## config.mk

```make
export PLATFORM = sky130hd
export DESIGN_NAME = infix_to_postfix_converter_flat
export DESIGN_NICKNAME = d
export VERILOG_FILES = /design/src/design/itp_pkg.sv /design/src/design/itp_in_if.sv /design/src/design/itp_out_if.sv /design/src/design/itp_cell.sv /design/src/design/itp_stack.sv /design/src/design/infix_to_postfix_converter.sv /design/src/flat_wrapper.sv
export SDC_FILE = /design/constraint.sdc
export NUM_CORES = 1
export LEC_CHECK = 0
export CAP_MARGIN = 30
export CORE_MARGIN = 2
export CORE_UTILIZATION = 45
export DETAILED_ROUTE_END_ITERATION = 6
export DONT_BUFFER_PORTS = 1
export GPL_TIMING_DRIVEN = 0
export SYNTH_ARGS = -nofsm -noshare
export SYNTH_HDL_FRONTEND = slang
export SYNTH_SLANG_ARGS = --single-unit
```

## constraint.sdc

```tcl
create_clock -name clk -period 4.46 [get_ports clk]
set_clock_uncertainty 0.2 [all_clocks]
set_input_delay 0.892 -clock clk [delete_from_list [all_inputs] [get_ports clk]]
set_output_delay 0.892 -clock clk [all_outputs]
set_load 0.03 [all_outputs]
```

## src/design/itp_pkg.sv

```systemverilog
// Shared types, constants and character decoders for the infix to postfix converter.
// Depends on nothing; the cell, the stack and the converter import it.
package itp_pkg;

  localparam int STACK_DEPTH_DEF = 16;

  localparam logic [7:0] CH_SPACE   = 8'd32;
  localparam logic [7:0] CH_NEWLINE = 8'd10;
  localparam logic [7:0] CH_CLOSE   = 8'h29;

  typedef enum logic [2:0] {
    OP_NONE = 3'd0,
    OP_ADD  = 3'd1,
    OP_SUB  = 3'd2,
    OP_MUL  = 3'd3,
    OP_DIV  = 3'd4,
    OP_POW  = 3'd5,
    OP_LPAR = 3'd6
  } op_code_t;

  typedef enum logic [1:0] {
    SK_HOLD = 2'd0,
    SK_PUSH = 2'd1,
    SK_POP  = 2'd2
  } stack_op_t;

  typedef enum logic [2:0] {
    K_ALNUM = 3'd0,
    K_OPER  = 3'd1,
    K_CLOSE = 3'd2,
    K_EOL   = 3'd3,
    K_OTHER = 3'd4
  } kind_t;

  typedef struct packed {
    stack_op_t op;
    op_code_t  code;
  } stack_cmd_t;

  typedef struct packed {
    op_code_t top;
    op_code_t second;
    logic     empty;
    logic     more;
    logic     full;
  } stack_stat_t;

  function automatic op_code_t classify(input logic [7:0] c);
    op_code_t r;
    unique case (c)
      "+":     r = OP_ADD;
      "-":     r = OP_SUB;
      "*":     r = OP_MUL;
      "/":     r = OP_DIV;
      "^":     r = OP_POW;
      "(":     r = OP_LPAR;
      default: r = OP_NONE;
    endcase
    return r;
  endfunction

  function automatic logic is_alnum(input logic [7:0] c);
    return (c >= "0" && c <= "9") || (c >= "A" && c <= "Z") || (c >= "a" && c <= "z");
  endfunction

  function automatic logic [7:0] op_char(input op_code_t code);
    logic [7:0] r;
    unique case (code)
      OP_ADD:  r = "+";
      OP_SUB:  r = "-";
      OP_MUL:  r = "*";
      OP_DIV:  r = "/";
      OP_POW:  r = "^";
      OP_LPAR: r = "(";
      default: r = 8'd0;
    endcase
    return r;
  endfunction

  function automatic logic [1:0] op_prec(input op_code_t code);
    logic [1:0] r;
    unique case (code)
      OP_ADD, OP_SUB: r = 2'd1;
      OP_MUL, OP_DIV: r = 2'd2;
      OP_POW:         r = 2'd3;
      default:        r = 2'd0;
    endcase
    return r;
  endfunction

endpackage

```

## src/design/itp_in_if.sv

```systemverilog
// Input channel of the converter: one character or end-of-line mark per transaction.
// Stands alone; the payload widths are fixed by the character format.
interface itp_in_if;
  logic       valid;
  logic       ready;
  logic [7:0] in_char;
  logic       end_line;

  modport source (output valid, output in_char, output end_line, input ready);
  modport sink   (input valid, input in_char, input end_line, output ready);
endinterface

```

## src/design/itp_out_if.sv

```systemverilog
// Output channel of the converter: one postfix character per transaction.
// Stands alone; the payload widths are fixed by the character format.
interface itp_out_if;
  logic       valid;
  logic       ready;
  logic [7:0] out_char;
  logic       last;
  logic       overflow;

  modport source (output valid, output out_char, output last, output overflow, input ready);
  modport sink   (input valid, input out_char, input last, input overflow, output ready);
endinterface

```

## src/design/itp_cell.sv

```systemverilog
// One entry of the operator stack: holds a code and shifts to or from its neighbours.
// Depends on itp_pkg for the stack command and operator code types.
module itp_cell (
  input  logic               clk,
  input  itp_pkg::stack_op_t op,
  input  itp_pkg::op_code_t  from_above,
  input  itp_pkg::op_code_t  from_below,
  output itp_pkg::op_code_t  code
);
  import itp_pkg::*;

  always_ff @(posedge clk) begin
    case (op)
      SK_PUSH: code <= from_above;
      SK_POP:  code <= from_below;
      default: code <= code;
    endcase
  end
endmodule

```

## src/design/itp_stack.sv

```systemverilog
// Operator stack built as a row of shifting cells with the top in cell zero.
// Depends on itp_pkg and itp_cell; the controller drives it each cycle.
module itp_stack #(
  parameter int DEPTH = itp_pkg::STACK_DEPTH_DEF
) (
  input  logic                 clk,
  input  logic                 rst,
  input  itp_pkg::stack_cmd_t  cmd,
  output itp_pkg::stack_stat_t stat
);
  import itp_pkg::*;

  localparam int CW = $clog2(DEPTH + 1);

  op_code_t      codes [DEPTH];
  logic [CW-1:0] count;
  stack_op_t     cell_op;
  logic          is_full;
  logic          is_empty;

  assign is_full  = (count == CW'(DEPTH));
  assign is_empty = (count == '0);

  always_comb begin
    cell_op = cmd.op;
    if ((cmd.op == SK_PUSH && is_full) || (cmd.op == SK_POP && is_empty)) begin
      cell_op = SK_HOLD;
    end
  end

  for (genvar i = 0; i < DEPTH; i++) begin : g_cell
    op_code_t above;
    op_code_t below;
    if (i == 0) begin : g_first
      assign above = cmd.code;
    end else begin : g_mid
      assign above = codes[i-1];
    end
    if (i == DEPTH - 1) begin : g_end
      assign below = codes[i];
    end else begin : g_inner
      assign below = codes[i+1];
    end
    itp_cell u_cell (
      .clk        (clk),
      .op         (cell_op),
      .from_above (above),
      .from_below (below),
      .code       (codes[i])
    );
  end

  always_ff @(posedge clk) begin
    if (rst) begin
      count <= '0;
    end else if (cell_op == SK_PUSH) begin
      count <= count + 1'b1;
    end else if (cell_op == SK_POP) begin
      count <= count - 1'b1;
    end
  end

  assign stat.top    = codes[0];
  assign stat.second = codes[1];
  assign stat.empty  = is_empty;
  assign stat.more   = (count > CW'(1));
  assign stat.full   = is_full;
endmodule

```

## src/design/infix_to_postfix_converter.sv

```systemverilog
// Infix to postfix converter (shunting-yard) with an operator stack of shifting cells.
// Depends on itp_pkg, itp_in_if, itp_out_if and itp_stack.
//
// The in_stream channel takes one character, or an end-of-line mark, per transaction.
// The out_stream channel delivers the postfix text one character per transaction;
// last marks the final character caused by an input, overflow reports a dropped push
// since the start of the line. Inputs that cause nothing deliver nothing.
// An input is taken while the sequencer is idle, after which the sequencer delivers one
// character a cycle into the output register while that register is free: a letter or
// digit gives one or two characters, each popped operator two (space and symbol), each
// skipped ( and each push none, and the newline one. The sequencer handles one input at
// a time and takes no new input until it is through with the last one. The output
// register lets a new input be taken while a result still waits. A stalled receiver
// holds the sequencer in place until the register drains.
// Reset empties the stack and clears the operand, line-start and overflow flags.
module infix_to_postfix_converter #(
  parameter int STACK_DEPTH = itp_pkg::STACK_DEPTH_DEF
) (
  input logic      clk,
  input logic      rst,
  itp_in_if.sink   in_stream,
  itp_out_if.source out_stream
);
  import itp_pkg::*;

  typedef enum logic {IDLE, RUN} state_t;

  state_t      state;
  kind_t       kind;
  logic [7:0]  cur_char;
  op_code_t    cur_code;
  logic        sp_done;
  logic        in_operand;
  logic        started;
  logic        line_ovf;

  stack_cmd_t  cmd;
  stack_stat_t stat;

  logic        o_free;
  logic        emit;
  logic [7:0]  emit_char;
  logic        emit_last;
  logic        done;
  logic        sp_next;
  logic        set_ovf;
  logic        accept;
  logic [1:0]  cur_prec;

  itp_stack #(.DEPTH(STACK_DEPTH)) u_stack (
    .clk  (clk),
    .rst  (rst),
    .cmd  (cmd),
    .stat (stat)
  );

  assign in_stream.ready = (state == IDLE);
  assign accept          = in_stream.valid && in_stream.ready;
  assign o_free          = !out_stream.valid || out_stream.ready;
  assign cur_prec        = op_prec(cur_code);

  always_comb begin
    emit      = 1'b0;
    emit_char = 8'd0;
    emit_last = 1'b0;
    done      = 1'b0;
    sp_next   = sp_done;
    set_ovf   = 1'b0;
    cmd.op    = SK_HOLD;
    cmd.code  = cur_code;
    if (state == RUN) begin
      case (kind)
        K_ALNUM: begin
          if (o_free) begin
            emit = 1'b1;
            if (!in_operand && started && !sp_done) begin
              emit_char = CH_SPACE;
              sp_next   = 1'b1;
            end else begin
              emit_char = cur_char;
              emit_last = 1'b1;
              done      = 1'b1;
            end
          end
        end
        K_EOL: begin
          if (stat.empty) begin
            if (o_free) begin
              emit      = 1'b1;
              emit_char = CH_NEWLINE;
              emit_last = 1'b1;
              done      = 1'b1;
            end
          end else if (stat.top == OP_LPAR) begin
            cmd.op = SK_POP;
          end else if (o_free) begin
            emit = 1'b1;
            if (started && !sp_done) begin
              emit_char = CH_SPACE;
              sp_next   = 1'b1;
            end else begin
              emit_char = op_char(stat.top);
              cmd.op    = SK_POP;
              sp_next   = 1'b0;
            end
          end
        end
        K_CLOSE: begin
          if (stat.empty) begin
            done = 1'b1;
          end else if (stat.top == OP_LPAR) begin
            cmd.op = SK_POP;
            done   = 1'b1;
          end else if (o_free) begin
            emit = 1'b1;
            if (started && !sp_done) begin
              emit_char = CH_SPACE;
              sp_next   = 1'b1;
            end else begin
              emit_char = op_char(stat.top);
              emit_last = !(stat.more && stat.second != OP_LPAR);
              cmd.op    = SK_POP;
              sp_next   = 1'b0;
            end
          end
        end
        K_OPER: begin
          if (cur_code != OP_LPAR && !stat.empty && op_prec(stat.top) >= cur_prec) begin
            if (o_free) begin
              emit = 1'b1;
              if (started && !sp_done) begin
                emit_char = CH_SPACE;
                sp_next   = 1'b1;
              end else begin
                emit_char = op_char(stat.top);
                emit_last = !(stat.more && op_prec(stat.second) >= cur_prec);
                cmd.op    = SK_POP;
                sp_next   = 1'b0;
              end
            end
          end else begin
            done = 1'b1;
            if (stat.full) begin
              set_ovf = 1'b1;
            end else begin
              cmd.op = SK_PUSH;
            end
          end
        end
        default: begin
          done = 1'b1;
        end
      endcase
    end
  end

  always_ff @(posedge clk) begin
    if (rst) begin
      state            <= IDLE;
      in_operand       <= 1'b0;
      started          <= 1'b0;
      line_ovf         <= 1'b0;
      sp_done          <= 1'b0;
      out_stream.valid <= 1'b0;
    end else begin
      if (emit) begin
        out_stream.valid    <= 1'b1;
        out_stream.out_char <= emit_char;
        out_stream.last     <= emit_last;
        out_stream.overflow <= line_ovf;
      end else if (out_stream.ready) begin
        out_stream.valid <= 1'b0;
      end
      unique case (state)
        IDLE: begin
          if (accept) begin
            state    <= RUN;
            cur_char <= in_stream.in_char;
            cur_code <= classify(in_stream.in_char);
            sp_done  <= 1'b0;
            if (in_stream.end_line) begin
              kind <= K_EOL;
            end else if (is_alnum(in_stream.in_char)) begin
              kind <= K_ALNUM;
            end else begin
              in_operand <= 1'b0;
              if (in_stream.in_char == CH_CLOSE) begin
                kind <= K_CLOSE;
              end else if (classify(in_stream.in_char) != OP_NONE) begin
                kind <= K_OPER;
              end else begin
                kind <= K_OTHER;
              end
            end
          end
        end
        RUN: begin
          sp_done <= sp_next;
          if (set_ovf) begin
            line_ovf <= 1'b1;
          end
          if (emit && emit_char != CH_SPACE && kind != K_EOL) begin
            started <= 1'b1;
          end
          if (emit && kind == K_EOL && !stat.empty) begin
            started <= 1'b1;
          end
          if (done) begin
            state <= IDLE;
            if (kind == K_ALNUM) begin
              in_operand <= 1'b1;
            end
            if (kind == K_EOL) begin
              in_operand <= 1'b0;
              started    <= 1'b0;
              line_ovf   <= 1'b0;
            end
          end
        end
        default: state <= IDLE;
      endcase
    end
  end

  a_emit_when_free: assert property (@(posedge clk) disable iff (rst)
    emit |-> o_free)
    else $error("Result produced while the output register was still occupied.");

  a_no_push_full: assert property (@(posedge clk) disable iff (rst)
    (cmd.op == SK_PUSH) |-> !stat.full)
    else $error("Push issued onto a full operator stack.");

  a_newline_clears: assert property (@(posedge clk) disable iff (rst)
    (emit && kind == K_EOL && emit_char == CH_NEWLINE) |=> (!started && !line_ovf))
    else $error("Line flags not cleared after the newline.");

  a_accept_busy: assert property (@(posedge clk) disable iff (rst)
    accept |=> !in_stream.ready)
    else $error("Input taken again before the previous one was processed.");
endmodule
```

## src/flat_wrapper.sv

```systemverilog
// flat-port wrapper written by rule: the top's interface ports become plain ports
module infix_to_postfix_converter_flat import itp_pkg::*;
#(
  parameter int STACK_DEPTH = itp_pkg::STACK_DEPTH_DEF
)
  (clk, rst, in_stream_valid, in_stream_in_char, in_stream_end_line, in_stream_ready, out_stream_valid, out_stream_out_char, out_stream_last, out_stream_overflow, out_stream_ready);
  itp_in_if in_stream_i ();
  itp_out_if out_stream_i ();
  input logic clk;
  input logic rst;
  input wire logic [$bits(in_stream_i.valid)-1:0] in_stream_valid;
  input wire logic [$bits(in_stream_i.in_char)-1:0] in_stream_in_char;
  input wire logic [$bits(in_stream_i.end_line)-1:0] in_stream_end_line;
  output wire logic [$bits(in_stream_i.ready)-1:0] in_stream_ready;
  output wire logic [$bits(out_stream_i.valid)-1:0] out_stream_valid;
  output wire logic [$bits(out_stream_i.out_char)-1:0] out_stream_out_char;
  output wire logic [$bits(out_stream_i.last)-1:0] out_stream_last;
  output wire logic [$bits(out_stream_i.overflow)-1:0] out_stream_overflow;
  input wire logic [$bits(out_stream_i.ready)-1:0] out_stream_ready;
  assign in_stream_i.valid = in_stream_valid;
  assign in_stream_i.in_char = in_stream_in_char;
  assign in_stream_i.end_line = in_stream_end_line;
  assign in_stream_ready = in_stream_i.ready;
  assign out_stream_valid = out_stream_i.valid;
  assign out_stream_out_char = out_stream_i.out_char;
  assign out_stream_last = out_stream_i.last;
  assign out_stream_overflow = out_stream_i.overflow;
  assign out_stream_i.ready = out_stream_ready;
  infix_to_postfix_converter #(.STACK_DEPTH(STACK_DEPTH)) u_core (.clk(clk), .rst(rst), .in_stream(in_stream_i), .out_stream(out_stream_i));
endmodule
```

==> results.sh <==
export IMPL_run_status="complete, no violations"
export IMPL_cp_max_fo=10
export IMPL_first_global_vias=2536
export IMPL_synth_cell_type_count=61
export IMPL_grt_antenna_before_repair=0
export IMPL_io_buffers=0
export IMPL_overflow=0
export IMPL_busiest_layer="met1"
export IMPL_synthArstFlopShare_pct=0
export IMPL_first_pass_iters=4
export IMPL_nets=382
export IMPL_synth_compound_area_share_pct=10.6
export IMPL_worstSetupEndpointType="flip-flop"
export IMPL_synth_top_family_by_area="multiplexers"
export IMPL_powerDensity_mw_per_mm2=326
export IMPL_clockBufferDepth=2
export IMPL_ys_ff_latch=83
export IMPL_synth_xor_area_share_pct=1.23
export IMPL_core_sq_mm=0.00920
export IMPL_cts_root_buf="clkbuf_8"
export IMPL_drtAntennaViolNets=0
export IMPL_h_tree_depth=3
export IMPL_grt_pass1_wl_mm=12.7
export IMPL_vias_per_cell=5.65
export IMPL_rows=35
export IMPL_grt_max_degree=47
export IMPL_holdWs_ps=242
export IMPL_post_route_min_period_ps=4060
export IMPL_synth_most_common_cell="edfxtp_1"
export IMPL_min_path_type="reg2reg"
export IMPL_post_route_util_pct=50.1
export IMPL_die_height_microns=101
export IMPL_yosys_area_share_simple_pct=13.3
export IMPL_die_area_sq_mm=0.0103
export IMPL_tns_ps=0
export IMPL_use_met2_pct=23.4
export IMPL_tritoncts="yes"
export IMPL_gr_usage_met1_pct=23.5
export IMPL_antenna_cells=0
export IMPL_worst_ep_arrival_time_ps=3950
export IMPL_place_congestion=0.869
export IMPL_dp_hpwl_mm=5.74
export IMPL_cap_violations=0
export IMPL_synth_edf_count=72
export IMPL_initial_core_util_pct=46.3
export IMPL_layout_drive_gt1_share_pct=22.7
export IMPL_crit_required_ps=4360
export IMPL_synth_top_cells_by_count="edfxtp_1 (72), mux2_2 (45), nor2_1 (30), nand2_1 (23), a21oi_1 (16)"
export IMPL_finalHoldViolCount=0
export IMPL_synth_area_leader_cell="edfxtp_1"
export IMPL_vias=2690
export IMPL_syn2layout_area_growth_pct=8.11
export IMPL_syn_avg_cell_area_sq_um=12.2
export IMPL_peakVddDrop_uv=191
export IMPL_start_kind="flip-flop"
export IMPL_max_freq_mhz=247
export IMPL_drc_errors=0
export IMPL_drt_wirelength_per_cell_microns=16.5
export IMPL_ys_top_cells_by_area="edfxtp_1 (51%), mux2_2 (12%), dfxtp_1 (5.2%)"
export IMPL_tightestPinTransition_ps=852
export IMPL_period_share_pct=90.9
export IMPL_setup_viol=0
export IMPL_drt_iter0_markers=117
export IMPL_rsz0062_at_grt="no"
export IMPL_synth_nets=371
export IMPL_clk_latency_ps=350
export IMPL_seq_area_frac_synth_pct=55.9
export IMPL_p_leak_uw=0.00157
export IMPL_syn_cell_area_sq_mm=0.00426
export IMPL_num_io_pins=25
export IMPL_slew_limit_headroom_pct=43.0
export IMPL_wirelength_mm=7.87
export IMPL_postSynthCellCount=349
export IMPL_postCtsSetupBuffers=0
export IMPL_drv_slew=0
export IMPL_path_clk_slew_ps=90
export IMPL_synth_top_cell_area_share_pct=50.7
export IMPL_synth_adder_area_share_pct=2.64
export IMPL_grt_use_total_pct=16.2
export IMPL_ys_warnings_count=0
export IMPL_grtUsageMet3_pct=4.55
export IMPL_critical_path_class="reg2reg"
export IMPL_cts_num_sinks=83
export IMPL_cts_buffers=9
export IMPL_fp_dieW_microns=101
export IMPL_synth_area_mux_share_pct=13.5
export IMPL_synthFlopType="edfxtp_1"
export IMPL_dp_slack_ps=43.8
export IMPL_fin_ws_ps=405
==> timing repair <==
item                       in CTS  in global routing
hold buffers                    0                  0
resized for setup               0                 12
setup endpoints to repair       0                 85
==> area by class of cell <==
type / count / area [sq um]
timing repair buffer: 1 / 7.51
buffer: 14 / 76.3
multi-input combinational: 238 / 1760
tap: 111 / 139
inverter: 13 / 51.3
fill: 839 / 4590
clock inverter: 5 / 62.6
sequential: 83 / 2380
clock buffer: 11 / 131
==> placed cells by master (no fill, tap or decap), types with 3 or more instances in the layout <==
| cell type | synthesis | layout |
|---|---|---|
| o21ai_0 | 13 | 13 |
| o21a_1 | 3 | 3 |
| a31oi_1 | 6 | 6 |
| clkbuf_8 | 0 | 9 |
| edfxtp_1 | 72 | 72 |
| a21o_1 | 6 | 6 |
| nand3_1 | 4 | 4 |
| xor2_1 | 3 | 3 |
| and2_1 | 3 | 3 |
| clkbuf_1 | 10 | 6 |
| nand2b_1 | 8 | 8 |
| nor2b_1 | 5 | 5 |
| or3_1 | 4 | 4 |
| nand4_1 | 3 | 3 |
| nand2_1 | 23 | 23 |
| nand3b_1 | 4 | 4 |
| mux2i_1 | 4 | 4 |
| a211oi_1 | 5 | 5 |
| ha_1 | 9 | 9 |
| xnor2_1 | 3 | 3 |
| inv_1 | 13 | 12 |
| dfxtp_1 | 11 | 11 |
| clkbuf_2 | 0 | 5 |
| nor3_1 | 4 | 4 |
| nor2_1 | 30 | 30 |
| a21oi_1 | 16 | 16 |
| mux2_2 | 45 | 45 |
==> registers in the layout, indices dropped and copies added (netlist names), 3 cells and up <==
signal                             count
u_core.u_stack.g_cell.u_cell.code     48
u_core.cur_code                        3
u_core.out_stream.out_char             8
u_core.kind                            3
u_core.cur_char                        8
u_core.u_stack.count                   5
==> path summary, 6_finish.rpt <==
path / to / slack (ps) / startpoint / cells after the start
hold / removal: u_core.out_stream.overflow / 240 / u_core.line_ovf / 0
setup reg to reg: u_core.u_stack.g_cell[12].u_cell.code[1] / 400 / u_core.u_stack.g_cell[0].u_cell.code[2] / 14
setup / recovery: u_core.u_stack.g_cell[12].u_cell.code[1] / 400 / u_core.u_stack.g_cell[0].u_cell.code[2] / 14
hold reg to reg: u_core.out_stream.overflow / 240 / u_core.line_ovf / 0
==> per-layer routing <==
metal | vias to the layer above | routed length [microns] | part of all wire, %
met5 | - | 0 | 0
met4 | 0 | 55 | 0.70
met3 | 6 | 316 | 4.0
met2 | 52 | 3510 | 45
met1 | 1300 | 3990 | 51
li1 | 1332 | - | -
==> worst max-delay path, cell delays in order (launching register included) <==
cell and delay [ps]:
edfxtp_1 390, clkbuf_1 220, nor2_1 260, mux2i_1 120, ha_1 300, nand2b_1 130, a21oi_1 90, nor2_1 150
o21a_1 270, a21oi_1 70, a2111o_1 420, inv_1 70, ha_1 390, clkbuf_2 340, mux2_2 380
==> power breakdown <==
part           total (uW)  internal [uW]  switching [uW]
registers             866            853            13.0
logic                97.7           39.9            57.9
clock network         537            262             274
==> logic make-up (layout without fill, tap and decap cells) <==
family	Yosys count	in the layout
adders and majority gates	9	9
xor gates and xnor gates	6	6
and+or+nand+nor	105	105
AOI/OAI and AO/OA	67	67
muxes	51	51
buffers and inverters	28	44
DFF	83	83
==> through the flow <==
step	cells	power (uW)	cell area, sq um
floorplan	349	957	4260
global placement	460	979	4400
detailed placement	461	981	4410
CTS	477	1520	4600
global route	476	1560	4610
finish	476	1500	4610
Note: power is estimated with default switching activity, not from simulation.
